### config.mk
export PLATFORM = sky130hd
export DESIGN_NAME = punctuation_spacing_tokenizer
export DESIGN_NICKNAME = d
export VERILOG_FILES = /design/src/rtl/pst_pkg.sv /design/src/rtl/punctuation_spacing_tokenizer.sv /design/src/rtl/pst_front.sv /design/src/rtl/pst_queue.sv /design/src/rtl/pst_back.sv
export SDC_FILE = /design/constraint.sdc
export NUM_CORES = 1
export LEC_CHECK = 0
export BUFFER_PORTS_ARGS = -buffer_cell sky130_fd_sc_hd__buf_4
export CORE_MARGIN = 4
export CORE_UTILIZATION = 69
export CTS_BUF_LIST = sky130_fd_sc_hd__clkbuf_4
export CTS_CLUSTER_SIZE = 14
export DETAILED_ROUTE_END_ITERATION = 16
export HOLD_SLACK_MARGIN = 0.1
export PLACE_DENSITY_LB_ADDON = 0.3
export REMOVE_ABC_BUFFERS = 1
export SYNTH_ARGS = -nofsm -noshare
export SYNTH_HDL_FRONTEND = slang
export SYNTH_SLANG_ARGS = --single-unit
export TNS_END_PERCENT = 5
### constraint.sdc
create_clock -name clk_i -period 7 [get_ports clk_i]
set_input_delay 0.35 -clock clk_i [delete_from_list [all_inputs] [get_ports clk_i]]
set_output_delay 0.35 -clock clk_i [all_outputs]
set_load 0.01 [all_outputs]
### src/rtl/pst_pkg.sv
// Shared types, character codes and helper functions for the tokenizer.
package pst_pkg;

  localparam int unsigned MAX_OUT = 3;
  localparam int unsigned CNT_W   = 2;
  localparam int unsigned Q_DEPTH = 4;
  localparam int unsigned Q_AW    = $clog2(Q_DEPTH);

  localparam logic [7:0] CH_DOT    = 8'h2E;
  localparam logic [7:0] CH_APOS   = 8'h27;
  localparam logic [7:0] CH_QUOTE  = 8'h22;
  localparam logic [7:0] CH_COMMA  = 8'h2C;
  localparam logic [7:0] CH_QUEST  = 8'h3F;
  localparam logic [7:0] CH_EXCL   = 8'h21;
  localparam logic [7:0] CH_SPACE  = 8'h20;
  localparam logic [7:0] CH_TAB    = 8'h09;
  localparam logic [7:0] CH_CR     = 8'h0D;

  // Up to three output bytes caused by one input byte.
  typedef struct packed {
    logic [MAX_OUT-1:0][7:0] bytes;
    logic [CNT_W-1:0]        cnt;
  } pkt_t;

  function automatic logic is_ws(input logic [7:0] b);
    return (b == CH_SPACE) || ((b >= CH_TAB) && (b <= CH_CR));
  endfunction

  function automatic logic is_mark(input logic [7:0] b);
    return (b == CH_DOT) || (b == CH_APOS) || (b == CH_QUOTE) ||
           (b == CH_COMMA) || (b == CH_QUEST) || (b == CH_EXCL);
  endfunction

endpackage

### src/rtl/punctuation_spacing_tokenizer.sv
// Top level of the punctuation spacing tokenizer: front end, packet queue and serialiser.
//
//  channel  | direction | handshake       | fields
//  ---------+-----------+-----------------+------------------------------
//  input    | in        | push / full     | text_byte_i, end_of_text_i
//  result   | out       | empty / pop     | out_byte_o, last_of_run_o
//
// Each input byte is classified combinationally and yields zero to three result bytes.
// The serialiser gives out one result byte per cycle while pop is held, so the sustained
// rate is one input byte per cycle while each byte yields at most one result; a byte
// with more results holds the serialiser longer and the four-entry queue absorbs this.
// An accepted request's packet is registered in the queue, then its first result byte in the output register.
// Reset clears the word state and empties the queue and the output register; no clearing pass.
module punctuation_spacing_tokenizer (
  input  logic       clk_i,
  input  logic       rst_ni,
  input  logic       push,
  output logic       full,
  input  logic [7:0] text_byte_i,
  input  logic       end_of_text_i,
  output logic       empty,
  input  logic       pop,
  output logic [7:0] out_byte_o,
  output logic       last_of_run_o
);
  import pst_pkg::*;

  logic q_wr, q_rd, q_full, q_valid;
  pkt_t wr_pkt, rd_pkt;

  assign full = q_full;

  pst_front u_front (
    .clk_i         (clk_i),
    .rst_ni        (rst_ni),
    .push_i        (push),
    .text_byte_i   (text_byte_i),
    .end_of_text_i (end_of_text_i),
    .q_full_i      (q_full),
    .q_wr_o        (q_wr),
    .q_pkt_o       (wr_pkt)
  );

  pst_queue u_queue (
    .clk_i    (clk_i),
    .rst_ni   (rst_ni),
    .wr_i     (q_wr),
    .wr_pkt_i (wr_pkt),
    .rd_i     (q_rd),
    .rd_pkt_o (rd_pkt),
    .full_o   (q_full),
    .valid_o  (q_valid)
  );

  pst_back u_back (
    .clk_i         (clk_i),
    .rst_ni        (rst_ni),
    .q_valid_i     (q_valid),
    .q_pkt_i       (rd_pkt),
    .q_rd_o        (q_rd),
    .pop_i         (pop),
    .empty_o       (empty),
    .out_byte_o    (out_byte_o),
    .last_of_run_o (last_of_run_o)
  );

endmodule

### src/rtl/pst_front.sv
// Front end: classifies each input byte, keeps word state and builds output packets.
module pst_front (
  input  logic          clk_i,
  input  logic          rst_ni,
  input  logic          push_i,
  input  logic [7:0]    text_byte_i,
  input  logic          end_of_text_i,
  input  logic          q_full_i,
  output logic          q_wr_o,
  output pst_pkg::pkt_t q_pkt_o
);
  import pst_pkg::*;

  logic       dp_q, dp_d;
  logic       wn_q, wn_d;
  logic       id_q, id_d;
  logic       accept;
  logic       ws;
  logic [6:0]      sv;
  logic [6:0][7:0] sb;
  logic [2:0]      n;
  pkt_t            pkt;

  assign accept = push_i && !q_full_i;
  assign ws     = is_ws(text_byte_i);

  // Candidate writes in model order; the first three valid ones are kept.
  always_comb begin
    sv   = '0;
    sb   = '0;
    dp_d = dp_q;
    wn_d = wn_q;
    id_d = id_q;
    if (dp_q) begin
      dp_d = 1'b0;
      if (ws) begin
        sv[0] = wn_d && !id_d;
        sb[0] = CH_SPACE;
        sv[1] = 1'b1;
        sb[1] = CH_DOT;
        sv[2] = 1'b1;
        sb[2] = CH_SPACE;
        wn_d  = 1'b0;
      end else begin
        sv[1] = 1'b1;
        sb[1] = CH_DOT;
        wn_d  = 1'b1;
        id_d  = 1'b1;
      end
    end
    if (ws) begin
      sv[3] = wn_d;
      sb[3] = CH_SPACE;
      wn_d  = 1'b0;
      id_d  = 1'b0;
    end else if ((text_byte_i == CH_DOT) && !end_of_text_i) begin
      dp_d = 1'b1;
    end else if (is_mark(text_byte_i)) begin
      sv[3] = wn_d && !id_d;
      sb[3] = CH_SPACE;
      sv[4] = 1'b1;
      sb[4] = text_byte_i;
      sv[5] = 1'b1;
      sb[5] = CH_SPACE;
      wn_d  = 1'b0;
    end else begin
      sv[4] = 1'b1;
      sb[4] = text_byte_i;
      wn_d  = 1'b1;
    end
    if (end_of_text_i) begin
      sv[6] = wn_d;
      sb[6] = CH_SPACE;
      wn_d  = 1'b0;
      id_d  = 1'b0;
      dp_d  = 1'b0;
    end
  end

  always_comb begin
    n   = '0;
    pkt = '0;
    for (int k = 0; k < 7; k++) begin
      if (sv[k] && (n < 3'(MAX_OUT))) begin
        pkt.bytes[n[1:0]] = sb[k];
        n = n + 3'd1;
      end
    end
    pkt.cnt = n[CNT_W-1:0];
  end

  assign q_wr_o  = accept && (n != '0);
  assign q_pkt_o = pkt;

  always_ff @(posedge clk_i or negedge rst_ni) begin
    if (!rst_ni) begin
      dp_q <= 1'b0;
      wn_q <= 1'b0;
      id_q <= 1'b0;
    end else if (accept) begin
      dp_q <= dp_d;
      wn_q <= wn_d;
      id_q <= id_d;
    end
  end

  a_state_hold: assert property (@(posedge clk_i) disable iff (!rst_ni)
    !accept |=> $stable({dp_q, wn_q, id_q}))
    else $error("word state changed without an accepted request");

  a_end_clears: assert property (@(posedge clk_i) disable iff (!rst_ni)
    accept && end_of_text_i |=> !dp_q && !wn_q && !id_q)
    else $error("word state not cleared after end of text");

  a_no_empty_pkt: assert property (@(posedge clk_i) disable iff (!rst_ni)
    q_wr_o |-> (q_pkt_o.cnt != '0) && !q_full_i)
    else $error("empty packet or write into full queue");

endmodule

### src/rtl/pst_queue.sv
// Short packet queue between the front end and the byte serialiser.
module pst_queue (
  input  logic          clk_i,
  input  logic          rst_ni,
  input  logic          wr_i,
  input  pst_pkg::pkt_t wr_pkt_i,
  input  logic          rd_i,
  output pst_pkg::pkt_t rd_pkt_o,
  output logic          full_o,
  output logic          valid_o
);
  import pst_pkg::*;

  pkt_t              mem_q [Q_DEPTH];
  logic [Q_AW-1:0]   wp_q, rp_q;
  logic [Q_AW:0]     cnt_q;

  assign full_o   = (cnt_q == (Q_AW+1)'(Q_DEPTH));
  assign valid_o  = (cnt_q != '0);
  assign rd_pkt_o = mem_q[rp_q];

  always_ff @(posedge clk_i) begin
    if (wr_i) begin
      mem_q[wp_q] <= wr_pkt_i;
    end
  end

  always_ff @(posedge clk_i or negedge rst_ni) begin
    if (!rst_ni) begin
      wp_q  <= '0;
      rp_q  <= '0;
      cnt_q <= '0;
    end else begin
      if (wr_i) begin
        wp_q <= wp_q + 1'b1;
      end
      if (rd_i) begin
        rp_q <= rp_q + 1'b1;
      end
      if (wr_i && !rd_i) begin
        cnt_q <= cnt_q + 1'b1;
      end else if (rd_i && !wr_i) begin
        cnt_q <= cnt_q - 1'b1;
      end
    end
  end

  a_no_overflow: assert property (@(posedge clk_i) disable iff (!rst_ni)
    wr_i |-> !full_o)
    else $error("queue written while full");

  a_no_underflow: assert property (@(posedge clk_i) disable iff (!rst_ni)
    rd_i |-> valid_o)
    else $error("queue read while empty");

  a_count_range: assert property (@(posedge clk_i) disable iff (!rst_ni)
    cnt_q <= (Q_AW+1)'(Q_DEPTH))
    else $error("queue count beyond depth");

endmodule

### src/rtl/pst_back.sv
// Back end: serialises queued packets into single result bytes with an output register.
module pst_back (
  input  logic          clk_i,
  input  logic          rst_ni,
  input  logic          q_valid_i,
  input  pst_pkg::pkt_t q_pkt_i,
  output logic          q_rd_o,
  input  logic          pop_i,
  output logic          empty_o,
  output logic [7:0]    out_byte_o,
  output logic          last_of_run_o
);
  import pst_pkg::*;

  logic             ov_q;
  logic [7:0]       ob_q;
  logic             ol_q;
  logic [CNT_W-1:0] idx_q;
  logic             load;
  logic             is_last;

  assign load    = q_valid_i && (!ov_q || pop_i);
  assign is_last = (idx_q == CNT_W'(q_pkt_i.cnt - 1'b1));
  assign q_rd_o  = load && is_last;

  always_ff @(posedge clk_i or negedge rst_ni) begin
    if (!rst_ni) begin
      ov_q  <= 1'b0;
      idx_q <= '0;
    end else begin
      if (load) begin
        ov_q  <= 1'b1;
        idx_q <= is_last ? '0 : idx_q + 1'b1;
      end else if (pop_i) begin
        ov_q <= 1'b0;
      end
    end
  end

  always_ff @(posedge clk_i) begin
    if (load) begin
      ob_q <= q_pkt_i.bytes[idx_q];
      ol_q <= is_last;
    end
  end

  assign empty_o       = !ov_q;
  assign out_byte_o    = ob_q;
  assign last_of_run_o = ol_q;

  a_idx_in_pkt: assert property (@(posedge clk_i) disable iff (!rst_ni)
    q_valid_i |-> (idx_q < q_pkt_i.cnt))
    else $error("byte index beyond packet length");

  a_idx_idle: assert property (@(posedge clk_i) disable iff (!rst_ni)
    !q_valid_i |-> (idx_q == '0))
    else $error("byte index not reset between packets");

  a_last_pops: assert property (@(posedge clk_i) disable iff (!rst_ni)
    q_rd_o |=> ov_q && ol_q)
    else $error("packet retired without a last byte in the output register");

endmodule

==> summary.md <==
| Metric | Value |
|---|---|
| Critical path's slowest cell | `or4_4` |
| Final Critical Period | `5760 ps` |
| Setup violations, final | `0` |
| Complex-gate fraction of the synthesized area | `7.03%` |
| TritonCTS clock tree | `done` |
| Fraction of the mapped netlist area in adder cells | `4.34%` |
| DR WL/cell | `22.3 µm` |
| Worst R2R End | `u_queue.cnt_q[2]` |
| Crit end category | `register` |
| DP Worst Slack | `823 ps` |
| Synth Register Bits | `126` |
| Combinational family with the most area after synthesis | `multiplexers` |
| IO Port Bufs | `23` |
| Cell depth of the worst setup path | `24` |
| DR DRC count | `0` |
| Dominant synthesized flop cell | `edfxtp_1` |
| Vias in the first global route | `3574` |
| Fin. max-slew vios | `0` |
| Leading area contributor after synthesis | `edfxtp_1` |
| Synth unique cells | `64` |
| Fin area | `6510 µm²` |
| # Max-Cap Violations | `0` |
| Clk_lat worst skew | `520 ps` |
| Post-synthesis mux area share | `11.8%` |
| Largest net degree at the start of global routing | `29` |
| Total Routed Length | `12000 µm` |
| Layout area overhead | `9.47%` |
| Area of the multi-input gates | `2050 µm²` |
| Fmax | `0.174 GHz` |
| Die area | `10200 µm²` |
| Global Route Usage Sum | `26.0%` |
| R2R Path Start | `u_front.dp_q` |
| Syn avg cell area | `15.4 µm²` |
| Setup repair after global routing missed its margin | `false` |
| Antenna cells | `0` |
| Htree depth | `4` |
| Most frequent cells after synthesis | `edfxtp_1 (113), mux4_2 (26), inv_1 (22)` |
| Delay-heaviest family, CP | `simple AND/OR/NAND/NOR gates` |
| EDFF count, synth | `113` |
| Vias per inst | `6.34` |
| Width of the die | `101 µm` |
| Register area share after synthesis | `62.6%` |
| Buffers & Inverters on Critical Path | `2` |
| Hold Fails Final Rpt | `0` |
| Initial drt markers | `318` |
| Yosys warning count | `0` |
| Critical path, cell by cell | `buf_4 -> or3_4 -> or4_4 -> and2_4 -> nor2_1 -> ha_1 -> nor2b_1 -> and2_4 -> a21oi_4 -> and2b_1 -> ha_1 -> o221ai_4 -> ha_1 -> o21ai_0 -> ha_1 -> or2b_1 -> o221a_2 -> a31oi_4 -> ha_1 -> inv_1 -> fa_1 -> xor2_1 -> nor2_1 -> xor2_1` |
| Synth Area in Simple Gates | `10.2%` |
| Total grt overflow | `0` |
| Pwr Density | `357 nW/µm²` |
| Worst-Margin Slew | `934 ps` |
| Critical Path Fanout Max | `10` |
| Io pins | `24` |
| CP max stage delay | `530 ps` |
| Period Utilization, post-route | `82.2%` |
| Lkg Pwr | `2.34 nW` |
| FP Rows | `33` |
| Slew Limit Headroom | `37.8%` |
| Status | `completed` |
| Nets | `452` |
| Layout fillers | `471` |
| Routability Congestion | `0.830` |
| Cell count after synthesis | `387` |
| Top cells by area, synth | `edfxtp_1 (57%), mux4_2 (9.9%), dfrtp_1 (5.5%)` |
| Setup TNS | `0 ps` |
| Final ANT Viol Nets | `0` |
| Yosys top cell area share | `57.1%` |
| Root buffer cell | `clkbuf_4` |
| Most frequent CP cell | `ha_1` |
| Register Area | `3720 µm²` |
| First-pass DRT Iterations | `6` |
| Starting Density | `71.6%` |
| Post-synth ARST share | `10.3%` |
| Crit Path Class | `input port to register` |
| # clock sinks | `126` |
| Clock Tree Buf Depth | `2` |
| Die height | `101 µm` |
| Setup crit start kind | `input port` |
| First-pass GRT wire length | `19200 µm` |
| Layout cells sized above 1 | `25.9%` |
| Reg2Reg Setup Slack | `1570 ps` |
| Final Util | `78.4%` |
| Most common cell in the netlist | `edfxtp_1` |
| Setup ws final | `1240 ps` |
| Clock transition at the registers of the reported paths | `120 ps` |
| Worst hold path class | `input port to async pin` |
| Clock skew | `22.3 ps` |
| Antenna violations before repair | `0` |
| Peak VDD IR | `0.287 mV` |
| Core ar. | `8300 µm²` |
| Synthesized area | `5940 µm²` |
| FF-to-FF path depth | `21` |
| DP Area | `6180 µm²` |
| Dpl hpwl | `7710 µm` |
| Worst EP arrival | `6200 ps` |
| Synth Area in XOR/XNOR | `1.18%` |
| DR vias | `3403` |
| Inserted Clock Buffers | `17` |
| CP required | `7440 ps` |
where the power goes:
part	switching (mW)	total, mW	internal [mW]
Clock	0.298	0.521	0.224
Combinational	0.316	0.651	0.334
Sequential	0.136	1.15	1.02
Total	0.749	2.32	1.57
repair_timing:
| action | in CTS | in global routing |
|---|---|---|
| hold endpoints to repair | 15 | 0 |
| hold buffers | 3 | 0 |
| setup buffers | 0 | 0 |
| resized for setup | 0 | 0 |
flip-flops by register name (all words and copies together) (netlist names):
register	count
u_front.wn_q	1
u_front.dp_q	1
u_queue.rp_q	2
u_back.ov_q	1
u_front.id_q	1
u_queue.wp_q	2
u_back.last_of_run_o	1
u_back.out_byte_o	8
u_back.idx_q	2
u_queue.cnt_q	3
u_queue.mem_q	104
cells in the final DEF (no fill, tap or decap), types with 3 or more instances in the layout:
master,n
nand2b_1,7
edfxtp_1,113
clkbuf_4,17
mux4_2,26
nand2_1,20
dfrtp_1,12
buf_4,25
and2_2,7
a21oi_1,16
inv_8,3
mux2i_1,9
inv_6,5
dlygate4sd3_1,3
o22ai_1,8
xnor2_1,4
inv_1,22
o21ai_0,10
and2_1,12
nor2b_1,3
nand3_1,8
and3_1,3
nor3_1,3
nor2_1,15
clkinvlp_4,3
ha_1,19
xor2_1,4
and2_4,3
final cells by class:
class                   count  share of cell area, %
inverters                  23                   1.33
multi-input cells         223                   31.5
repair buffers             28                   3.35
clock buffers              17                   1.96
clock inverters            15                   2.65
well taps                 105                   2.02
flip-flops and latches    126                   57.2
worst max-delay path by stage:
stage | from | endpoint | slack, ps
after floorplan | text_byte_i[4] | u_queue.cnt_q[2] | 1460
after global placement | text_byte_i[4] | u_queue.cnt_q[2] | 1010
after detailed placement | text_byte_i[4] | u_queue.cnt_q[2] | 820
after CTS | text_byte_i[4] | u_queue.cnt_q[2] | 1350
after global routing | text_byte_i[4] | u_queue.cnt_q[2] | 910
final | text_byte_i[4] | u_queue.cnt_q[2] | 1240
metal layers:
layer  vias to the layer above  GRT usage, %  share of wire, %
li1                       1544             -                 -
met1                      1707          35.3                41
met2                       133          41.5                51
met3                        19          5.40               6.5
met4                         0          10.7               2.1
met5                         -             0                 0
kinds of logic after synthesis:
logic type	Yosys count
adders and majority gates	20
buffers and inverters	38
muxes	37
AOI/OAI and AO/OA	56
DFF	126
xor gates and xnor gates	8
and+or+nand+nor	102
worst register-to-register path, stage by stage (launching register included):
cell and delay [ps]:
dfrtp_1 570, inv_1 190, nor2_1 320, ha_1 220
nor2b_1 80, and2_4 190, a21oi_4 180, and2b_1 230
ha_1 310, o221ai_4 320, ha_1 330, o21ai_0 310
ha_1 300, or2b_1 250, o221a_2 150, a31oi_4 290
ha_1 250, inv_1 60, fa_1 380, xor2_1 170
nor2_1 110, xor2_1 160
metrics by stage:
step	total power, mW	instances	hold WS [ps]
final	2.32	537	206
after floorplan	1.59	372	54.4
after detailed placement	1.82	502	205
after global routing	2.45	537	176
after global placement	1.78	502	200
after CTS	2.34	537	163
(Power assumes the default switching activity.)
